### config.mk
export PLATFORM = sky130hd
export DESIGN_NAME = comb_sort_engine
export DESIGN_NICKNAME = d
export VERILOG_FILES = /design/src/rtl/core/cse_pkg.sv /design/src/rtl/core/cse_ctrl.sv /design/src/rtl/core/cse_datapath.sv /design/src/rtl/core/comb_sort_engine.sv
export VERILOG_INCLUDE_DIRS = /design/src /design/src/rtl/core
export SDC_FILE = /design/constraint.sdc
export NUM_CORES = 2
export LEC_CHECK = 0
export BUFFER_PORTS_ARGS = -buffer_cell sky130_fd_sc_hd__buf_2
export CORE_MARGIN = 1.5
export CORE_UTILIZATION = 25
export CTS_BUF_LIST = sky130_fd_sc_hd__clkbuf_16
export CTS_CLUSTER_DIAMETER = 30
export DETAILED_ROUTE_END_ITERATION = 6
export PLACE_DENSITY = 0.49
export SYNTH_ARGS = -nofsm -noshare
export SYNTH_HDL_FRONTEND = slang
export SYNTH_SLANG_ARGS = --single-unit
### constraint.sdc
create_clock -name clk -period 7.2 [get_ports clk]
set_input_delay 1.44 -clock clk [delete_from_list [all_inputs] [get_ports clk]]
set_output_delay 1.44 -clock clk [all_outputs]
set_load 0.05 [all_outputs]
### src/rtl/core/comb_sort_engine_defines.svh
// ----------------------------------------------------------------------------
// Comb sort engine assertion macros
// Shared concurrent assertion forms, clocked on clk, quiet during rst.
// ----------------------------------------------------------------------------
`ifndef COMB_SORT_ENGINE_DEFINES_SVH
`define COMB_SORT_ENGINE_DEFINES_SVH

// Same-cycle implication.
`define CSE_ASSERT_NOW(label, ante, cons, msg) \
  label: assert property (@(posedge clk) disable iff (rst) (ante) |-> (cons)) \
    else $error(msg);

// Next-cycle implication.
`define CSE_ASSERT_NEXT(label, ante, cons, msg) \
  label: assert property (@(posedge clk) disable iff (rst) (ante) |=> (cons)) \
    else $error(msg);

`endif

### src/rtl/core/cse_pkg.sv
// ----------------------------------------------------------------------------
// Comb sort engine package
// Beat types, controller/datapath command and status groups, sizing.
// ----------------------------------------------------------------------------
package cse_pkg;

  localparam int CAPACITY = 64;
  localparam int ADDR_W   = $clog2(CAPACITY);
  localparam int COUNT_W  = $clog2(CAPACITY + 1);
  localparam int VALUE_W  = 64;
  localparam int CNT_W    = 16;

  // floor(g * 1000 / 1247) as (g * SHRINK_MUL) >> SHRINK_SHIFT, exact for
  // every g below 128
  localparam int SHRINK_SHIFT = 16;
  localparam logic [SHRINK_SHIFT-1:0] SHRINK_MUL = 16'd52555;
  localparam int PROD_W = COUNT_W + SHRINK_SHIFT;

  localparam logic [CNT_W-1:0] CNT_MAX = '1;

  typedef struct packed {
    logic signed [VALUE_W-1:0] value;
    logic                      last_in;
  } cse_in_t;

  typedef struct packed {
    logic signed [VALUE_W-1:0] sorted_value;
    logic                      last_out;
    logic [CNT_W-1:0]          compare_count;
    logic [CNT_W-1:0]          swap_count;
    logic                      overflow;
  } cse_out_t;

  typedef struct packed {
    logic load;       // store the accepted beat
    logic init;       // gap := count, mark pass needed
    logic shrink;     // gap := shrunk gap, rewind scan
    logic read_pair;  // read elements i and i+gap
    logic compare;    // count one comparison
    logic swap_a;     // write upper element at i
    logic swap_b;     // write lower element at i+gap
    logic advance;    // step scan index
    logic rewind;     // scan index := 0
    logic emit;       // read element i for output
    logic clear;      // end of set: drop count and counters
  } cse_cmd_t;

  typedef struct packed {
    logic scan_more;  // i + gap < count
    logic pass_more;  // gap > 1 or a swap seen in this pass
    logic greater;    // element i above element i+gap
    logic emit_end;   // i is the final element
  } cse_status_t;

  function automatic logic [CNT_W-1:0] sat_inc(input logic [CNT_W-1:0] c);
    sat_inc = (c == CNT_MAX) ? c : c + 1'b1;
  endfunction

endpackage

### src/rtl/core/cse_ctrl.sv
// ----------------------------------------------------------------------------
// Comb sort engine controller
// Sequences load, shrink, scan, compare, swap and emit over the datapath.
// ----------------------------------------------------------------------------
`include "comb_sort_engine_defines.svh"

module cse_ctrl (
  input  logic                 clk,
  input  logic                 rst,
  input  logic                 start,
  input  logic                 last_in,
  input  cse_pkg::cse_status_t status,
  output cse_pkg::cse_cmd_t    cmd,
  output logic                 busy
);
  import cse_pkg::*;

  typedef enum logic [3:0] {
    IDLE, INIT, SHRINK, SCAN, CMP, WR_A, WR_B, EMIT, FLUSH
  } state_t;

  state_t state;
  state_t state_next;

  always_comb begin
    state_next = state;
    cmd        = '0;
    case (state)
      IDLE: begin
        if (start) begin
          cmd.load = 1'b1;
          if (last_in) state_next = INIT;
        end
      end
      INIT: begin
        cmd.init   = 1'b1;
        state_next = SHRINK;
      end
      SHRINK: begin
        cmd.shrink = 1'b1;
        state_next = SCAN;
      end
      SCAN: begin
        if (status.scan_more) begin
          cmd.read_pair = 1'b1;
          state_next    = CMP;
        end else if (status.pass_more) begin
          state_next = SHRINK;
        end else begin
          cmd.rewind = 1'b1;
          state_next = EMIT;
        end
      end
      CMP: begin
        cmd.compare = 1'b1;
        if (status.greater) begin
          state_next = WR_A;
        end else begin
          cmd.advance = 1'b1;
          state_next  = SCAN;
        end
      end
      WR_A: begin
        cmd.swap_a = 1'b1;
        state_next = WR_B;
      end
      WR_B: begin
        cmd.swap_b  = 1'b1;
        cmd.advance = 1'b1;
        state_next  = SCAN;
      end
      EMIT: begin
        cmd.emit = 1'b1;
        if (status.emit_end) state_next = FLUSH;
      end
      FLUSH: begin
        cmd.clear  = 1'b1;
        state_next = IDLE;
      end
      default: begin
        state_next = IDLE;
      end
    endcase
  end

  always_ff @(posedge clk) begin
    if (rst) begin
      state <= IDLE;
      busy  <= 1'b0;
    end else begin
      state <= state_next;
      busy  <= (state_next != IDLE);
    end
  end

  `CSE_ASSERT_NEXT(a_swap_pairs, cmd.swap_a, cmd.swap_b, "swap write left unpaired")
  `CSE_ASSERT_NEXT(a_read_then_cmp, cmd.read_pair, cmd.compare, "pair read not compared")
  `CSE_ASSERT_NEXT(a_last_busy, start && !busy && last_in, busy, "set end left block idle")

endmodule

### src/rtl/core/cse_datapath.sv
// ----------------------------------------------------------------------------
// Comb sort engine datapath
// Element store, gap and scan registers, counters and result register.
// ----------------------------------------------------------------------------
`include "comb_sort_engine_defines.svh"

module cse_datapath (
  input  logic                 clk,
  input  logic                 rst,
  input  cse_pkg::cse_in_t     item,
  input  cse_pkg::cse_cmd_t    cmd,
  output cse_pkg::cse_status_t status,
  output cse_pkg::cse_out_t    result,
  output logic                 strobe
);
  import cse_pkg::*;

  localparam logic [COUNT_W-1:0] CAP_COUNT = COUNT_W'(CAPACITY);

  logic signed [VALUE_W-1:0] element_store [CAPACITY];
  logic signed [VALUE_W-1:0] rd_a;
  logic signed [VALUE_W-1:0] rd_b;

  logic [COUNT_W-1:0] count;
  logic [COUNT_W-1:0] gap;
  logic [COUNT_W-1:0] idx;
  logic               swap_seen;
  logic [CNT_W-1:0]   comparisons;
  logic [CNT_W-1:0]   exchanges;
  logic               dropped;
  logic               out_last;

  logic [COUNT_W:0]   pair_sum;
  logic [ADDR_W-1:0]  addr_a;
  logic [ADDR_W-1:0]  addr_b;
  logic               wr_en;
  logic [ADDR_W-1:0]  wr_addr;
  logic signed [VALUE_W-1:0] wr_data;
  logic               room;
  logic [PROD_W-1:0]  shrink_prod;
  logic [COUNT_W-1:0] gap_shrunk;

  assign room     = (count < CAP_COUNT);
  assign pair_sum = {1'b0, idx} + {1'b0, gap};
  assign addr_a   = idx[ADDR_W-1:0];
  assign addr_b   = pair_sum[ADDR_W-1:0];

  assign shrink_prod = PROD_W'(gap) * PROD_W'(SHRINK_MUL);
  assign gap_shrunk  = (shrink_prod[PROD_W-1:SHRINK_SHIFT] == '0)
                       ? COUNT_W'(1) : shrink_prod[PROD_W-1:SHRINK_SHIFT];

  always_comb begin
    wr_en   = 1'b0;
    wr_addr = count[ADDR_W-1:0];
    wr_data = item.value;
    if (cmd.load && room) begin
      wr_en = 1'b1;
    end else if (cmd.swap_a) begin
      wr_en   = 1'b1;
      wr_addr = addr_a;
      wr_data = rd_b;
    end else if (cmd.swap_b) begin
      wr_en   = 1'b1;
      wr_addr = addr_b;
      wr_data = rd_a;
    end
  end

  always_ff @(posedge clk) begin
    if (wr_en) element_store[wr_addr] <= wr_data;
    rd_a <= element_store[addr_a];
    rd_b <= element_store[addr_b];
  end

  assign status.scan_more = (pair_sum < {1'b0, count});
  assign status.pass_more = (gap > COUNT_W'(1)) || swap_seen;
  assign status.greater   = (rd_a > rd_b);
  assign status.emit_end  = (({1'b0, idx} + 1'b1) == {1'b0, count});

  always_ff @(posedge clk) begin
    if (rst) begin
      count       <= '0;
      gap         <= '0;
      idx         <= '0;
      swap_seen   <= 1'b0;
      comparisons <= '0;
      exchanges   <= '0;
      dropped     <= 1'b0;
      strobe      <= 1'b0;
      out_last    <= 1'b0;
    end else begin
      strobe   <= cmd.emit;
      out_last <= cmd.emit && status.emit_end;
      if (cmd.load) begin
        if (room) count <= count + 1'b1;
        else      dropped <= 1'b1;
      end
      if (cmd.init) begin
        gap       <= count;
        swap_seen <= 1'b1;
      end
      if (cmd.shrink) begin
        gap       <= gap_shrunk;
        swap_seen <= 1'b0;
        idx       <= '0;
      end
      if (cmd.compare) comparisons <= sat_inc(comparisons);
      if (cmd.swap_a) begin
        exchanges <= sat_inc(exchanges);
        swap_seen <= 1'b1;
      end
      if (cmd.advance || cmd.emit) idx <= idx + 1'b1;
      if (cmd.rewind) idx <= '0;
      if (cmd.clear) begin
        count       <= '0;
        gap         <= '0;
        idx         <= '0;
        swap_seen   <= 1'b0;
        comparisons <= '0;
        exchanges   <= '0;
        dropped     <= 1'b0;
      end
    end
  end

  assign result.sorted_value  = rd_a;
  assign result.last_out      = out_last;
  assign result.compare_count = comparisons;
  assign result.swap_count    = exchanges;
  assign result.overflow      = dropped;

  `CSE_ASSERT_NOW(a_count_cap, 1'b1, count <= CAP_COUNT, "element count past capacity")
  `CSE_ASSERT_NOW(a_gap_live, cmd.read_pair, gap != '0, "pair read with zero gap")
  `CSE_ASSERT_NOW(a_emit_nonempty, strobe, count != '0, "result beat from empty set")

endmodule

### src/rtl/core/comb_sort_engine.sv
// ----------------------------------------------------------------------------
// Comb sort engine
// Collects signed 64-bit values, sorts them by comb sort, streams them out.
// ----------------------------------------------------------------------------
// Load one value per beat (start high while busy is low) until the beat
// marked last_in; up to CAPACITY (64) values are kept and any further ones
// are dropped and flagged through overflow. Busy stays low throughout loading.
// After the last beat the block goes busy and sorts: it takes the first gap
// from the count, then per pass shrinks the gap and scans the pairs; each pair
// is read from the dual-read element store, then compared, and an exchanged
// pair is written back one element at a time, as the store has a single
// write port. A closing scan step finds each pass done.
// Results then leave one per cycle in ascending order, a single-cycle beat
// on strobe, with last_out on the final one; the receiver cannot hold them
// off, so take every strobed beat. In the cycle after the final beat busy
// falls and the next set may start. Comparison and exchange counts, which
// saturate at 65535, and the overflow flag ride on every beat of the set.
// ----------------------------------------------------------------------------
module comb_sort_engine (
  input  logic              clk,
  input  logic              rst,
  input  logic              start,
  output logic              busy,
  input  cse_pkg::cse_in_t  item,
  output cse_pkg::cse_out_t result,
  output logic              strobe
);
  import cse_pkg::*;

  cse_cmd_t    cmd;
  cse_status_t status;

  // Sequencer: owns the pass and scan order, decodes commands per state.
  cse_ctrl u_ctrl (
    .clk     (clk),
    .rst     (rst),
    .start   (start),
    .last_in (item.last_in),
    .status  (status),
    .cmd     (cmd),
    .busy    (busy)
  );

  // Datapath: element store, gap arithmetic, counters and result beat.
  cse_datapath u_datapath (
    .clk    (clk),
    .rst    (rst),
    .item   (item),
    .cmd    (cmd),
    .status (status),
    .result (result),
    .strobe (strobe)
  );

endmodule
==> impl_metrics.toml <==
[floorplanning]
num_rows = 325
dieArea_sq_um = 793600
core_sq_um = 784400
start_util_pct = 25.12
die_w_um = 890.8
io_pins = 168
die_y_um = 890.8

[worst_setup_path]
cp.required_ns = 7.96
arrival_ns = 6.70
reg2reg_depth = 10
cp_slowest_stage_delay_ns = 0.97
timing_worst_setup_path_type = "flop to flop"
endpoint_kind = "flop"
r2r_slack_ns = 1.26
start_kind = "flop"
reg2reg_from = "u_ctrl.state[2]"
critical-path-slowest-cell = "nor2_4"
worstPathMaxFanout = 33
crit_path_frequent_cell = "nand2_4"
path_cells = "inv_1 -> nor2_1 -> nand2_4 -> nand2_4 -> o21ai_0 -> a21oi_1 -> nor2b_1 -> nand2_1 -> nor2_4 -> buf_12"
rr_endpoint = "u_datapath.element_store[19][39]"

[timing]
worst_pin_slew_ns = 1.429
hold_violations = 0
fin_skew_ns = 0.09793
setup_viol = 0
slew_viol_final = 0
period_share_pct = 82.53
fmax_ghz = 0.1683
relSlewSlack_pct = 4.509
rsz0062_at_grt = "no"
timing.final.crit_period_ns = 5.942
setup-tns-final_ns = 0

[power]
p_int_mw = 62.84
power_frac_comb_pct = 6.3
swShare_pct = 22.02
total_power_mw = 80.58
vdd_drop_max_uv = 271.2
p_clk_share_pct = 59.0
p_sw_mw = 17.74
pwr-share-seq_pct = 34.7
p_per_area_nw_per_um2 = 322.8
p_leak_nw = 76.56

[cells_and_area]
layout_commonest_cell = "edfxtp_1"
area_growth_pct = 26.69
stdcell_count = 21130
stdcell_area_sq_um = 249700
drive_gt1_share_pct = 45.94
multi_input_area_sq_um = 68220
final_cell_mix = "edfxtp_1 (4,096), mux4_2 (2,624), clkbuf_16 (1,121), inv_1 (232), nand2_1 (195)"
final_util_pct = 31.83
fin_nets = 10110
num-fill-cells = 73960
regArea_sq_um = 126800

[place]
dpl-instance-area_sq_um = 213400
gp_congestion = 0.7980
io_buffers = 167
dp_hpwl_um = 396300
dp_cells = 19210

[synthesis]
synth_area_sq_um = 197100
synthFlopType = "edfxtp_1"
synth-edff-count = 4096
syn_avg_cell_area_sq_um = 22.09
yosysSeqAreaShare_pct = 64.34
yosys_register_bits = 4286
synthesis.nets = 9159
ys_types = 63
yosysWarnings = 0
syn_inst = 8922
async_reset_ff_share_pct = 0

[route]
totalWireLength_um = 728500
ant_nets = 0
via_per_inst = 5.264
remaining_drc_errors = 0
wire_per_inst_um = 34.48
drtPass1Iterations = 6
vias = 111200
drt_iter0_markers = 14880

[clocking]
postCtsHoldBufs = 0
clock_path_buffers = 5
clk_latency_ns = 1.18
cts_resized = 0
htreeDepth = 7
cts_buffers = 1096
post_cts.repair.setup_buffers = 0
clock-sinks = 4286
clkTransAtPathRegs_ns = 0.04
root_buffer = "clkbuf_16"
cts_tree = "yes"

[grt]
antenna_found_initial = 42
grt_pass1_vias = 116500
grt_usage_pct = 17.96
grt_overflow_total = 0
grt_max_degree = 133
grt_first_pass_wirelength_um = 991300

[outcome]
status = "complete, no violations"

[worst_hold_path]
min_to = "u_datapath.comparisons[13]"
hp-class = "flop to flop"
worstHoldStart = "u_datapath.comparisons[13]"
hold_depth = 2

[job]
cap_violations = 0
synth_stat cells (4+ instances only):
cell type	instances	area, sq um
buf_1	72	270.3
or3_1	10	62.56
xnor2_1	26	227.7
and2_1	66	412.9
and4_1	6	52.55
o211ai_1	4	30.03
a221oi_1	6	52.55
nand3_1	31	155.2
ha_1	152	1902
nor2_1	274	1028
nor3_1	12	60.06
inv_1	95	356.6
dfxtp_1	190	3804
a31oi_1	67	419.2
nor2b_1	9	56.30
o21ai_0	35	175.2
a21oi_1	67	335.3
clkbuf_1	399	1498
nor4_1	6	37.54
buf_2	190	950.9
and3_1	6	37.54
o22ai_1	69	431.7
edfxtp_1	4096	123000
mux4_2	2624	59100
a21o_1	13	97.59
fa_1	17	340.3
mux2i_1	5	50.05
nand2b_1	6	37.54
nand2_1	197	739.5
xor2_1	26	227.7
nand4_1	30	187.7
a22oi_1	5	37.54
a211oi_1	67	503.0
worst max-delay path: cells and delay by family (launching register included):
kind	cells	cell delay, ns
buf+inv	2	0.65
compound gates	2	0.61
simple gates	6	3.60
flops	1	0.51
kinds of logic (layout without fill, tap and decap cells):
family	Yosys count	in the layout	share of synthesized area, %
and+or+nand+nor	663	663	1.493
buffers and inverters	760	2490	1.576
xor gates and xnor gates	52	52	0.2311
DFF	4286	4286	64.34
other	0	14	0
adders and majority gates	169	169	1.138
muxes	2630	2630	30.02
AOI/OAI and AO/OA	362	362	1.199
how the worst max path moves through the flow:
stage | from | slack [ns] | depth (start not counted) | end
global route | u_ctrl.state[2] | 1.16 | 10 | u_datapath.element_store[20][18]
floorplan | u_datapath.gap[0] | 1.07 | 10 | u_datapath.element_store[3][0]
finish | u_ctrl.state[2] | 1.26 | 10 | u_datapath.element_store[19][39]
CTS | u_ctrl.state[2] | 1.34 | 9 | u_datapath.element_store[24][39]
detailed placement | u_ctrl.state[2] | 1.43 | 9 | u_datapath.element_store[24][45]
global placement | u_ctrl.state[2] | 1.36 | 9 | u_datapath.element_store[24][45]
registers in the layout (all words and copies together), names as in the netlist, 4 cells and up:
name / flops
u_datapath.comparisons: 16
u_datapath.rd_b: 64
u_datapath.count: 7
u_datapath.rd_a: 64
u_datapath.idx: 7
u_datapath.element_store: 4096
u_datapath.gap: 7
u_ctrl.state: 4
u_datapath.exchanges: 16
power groups by stage:
stage | clock (mW) | sequential (mW) | combinational, mW
3_5_place_dp | 0 | 28.4 | 5.08
6_report | 47.5 | 28.0 | 5.07
2_1_floorplan | 0 | 28.4 | 3.26
4_1_cts | 48.1 | 28.0 | 5.10
3_3_place_gp | 0 | 28.4 | 5.04
5_1_grt | 49.3 | 28.0 | 5.38
metrics by stage:
step,setup slack (ns),hold WS [ns]
detailed placement,1.434,0.4819
global route,1.164,0.4579
floorplan,1.070,0.4415
CTS,1.340,0.4178
finish,1.258,0.5122
global placement,1.356,0.4772
per-layer routing:
layer	share of wire, %	up-vias	track usage (%)	routed length [um]
met1	40	62180	23.04	288000
li1	-	41940	-	-
met2	49	5884	30.02	360000
met5	0.0065	-	0	47
met3	7.4	1211	3.765	54060
met4	3.6	6	6.691	26460
cell type report:
class	instances	area share, %
diodes	14	0.01403
repair buffers	512	2.193
flip-flops and latches	4286	50.80
clock buffers	1121	11.24
multi-input cells	3876	27.33
inverters	96	0.1473
well taps	10460	5.244
clock inverters	761	3.040
No activity file was read; power rests on OpenSTA's default activity.
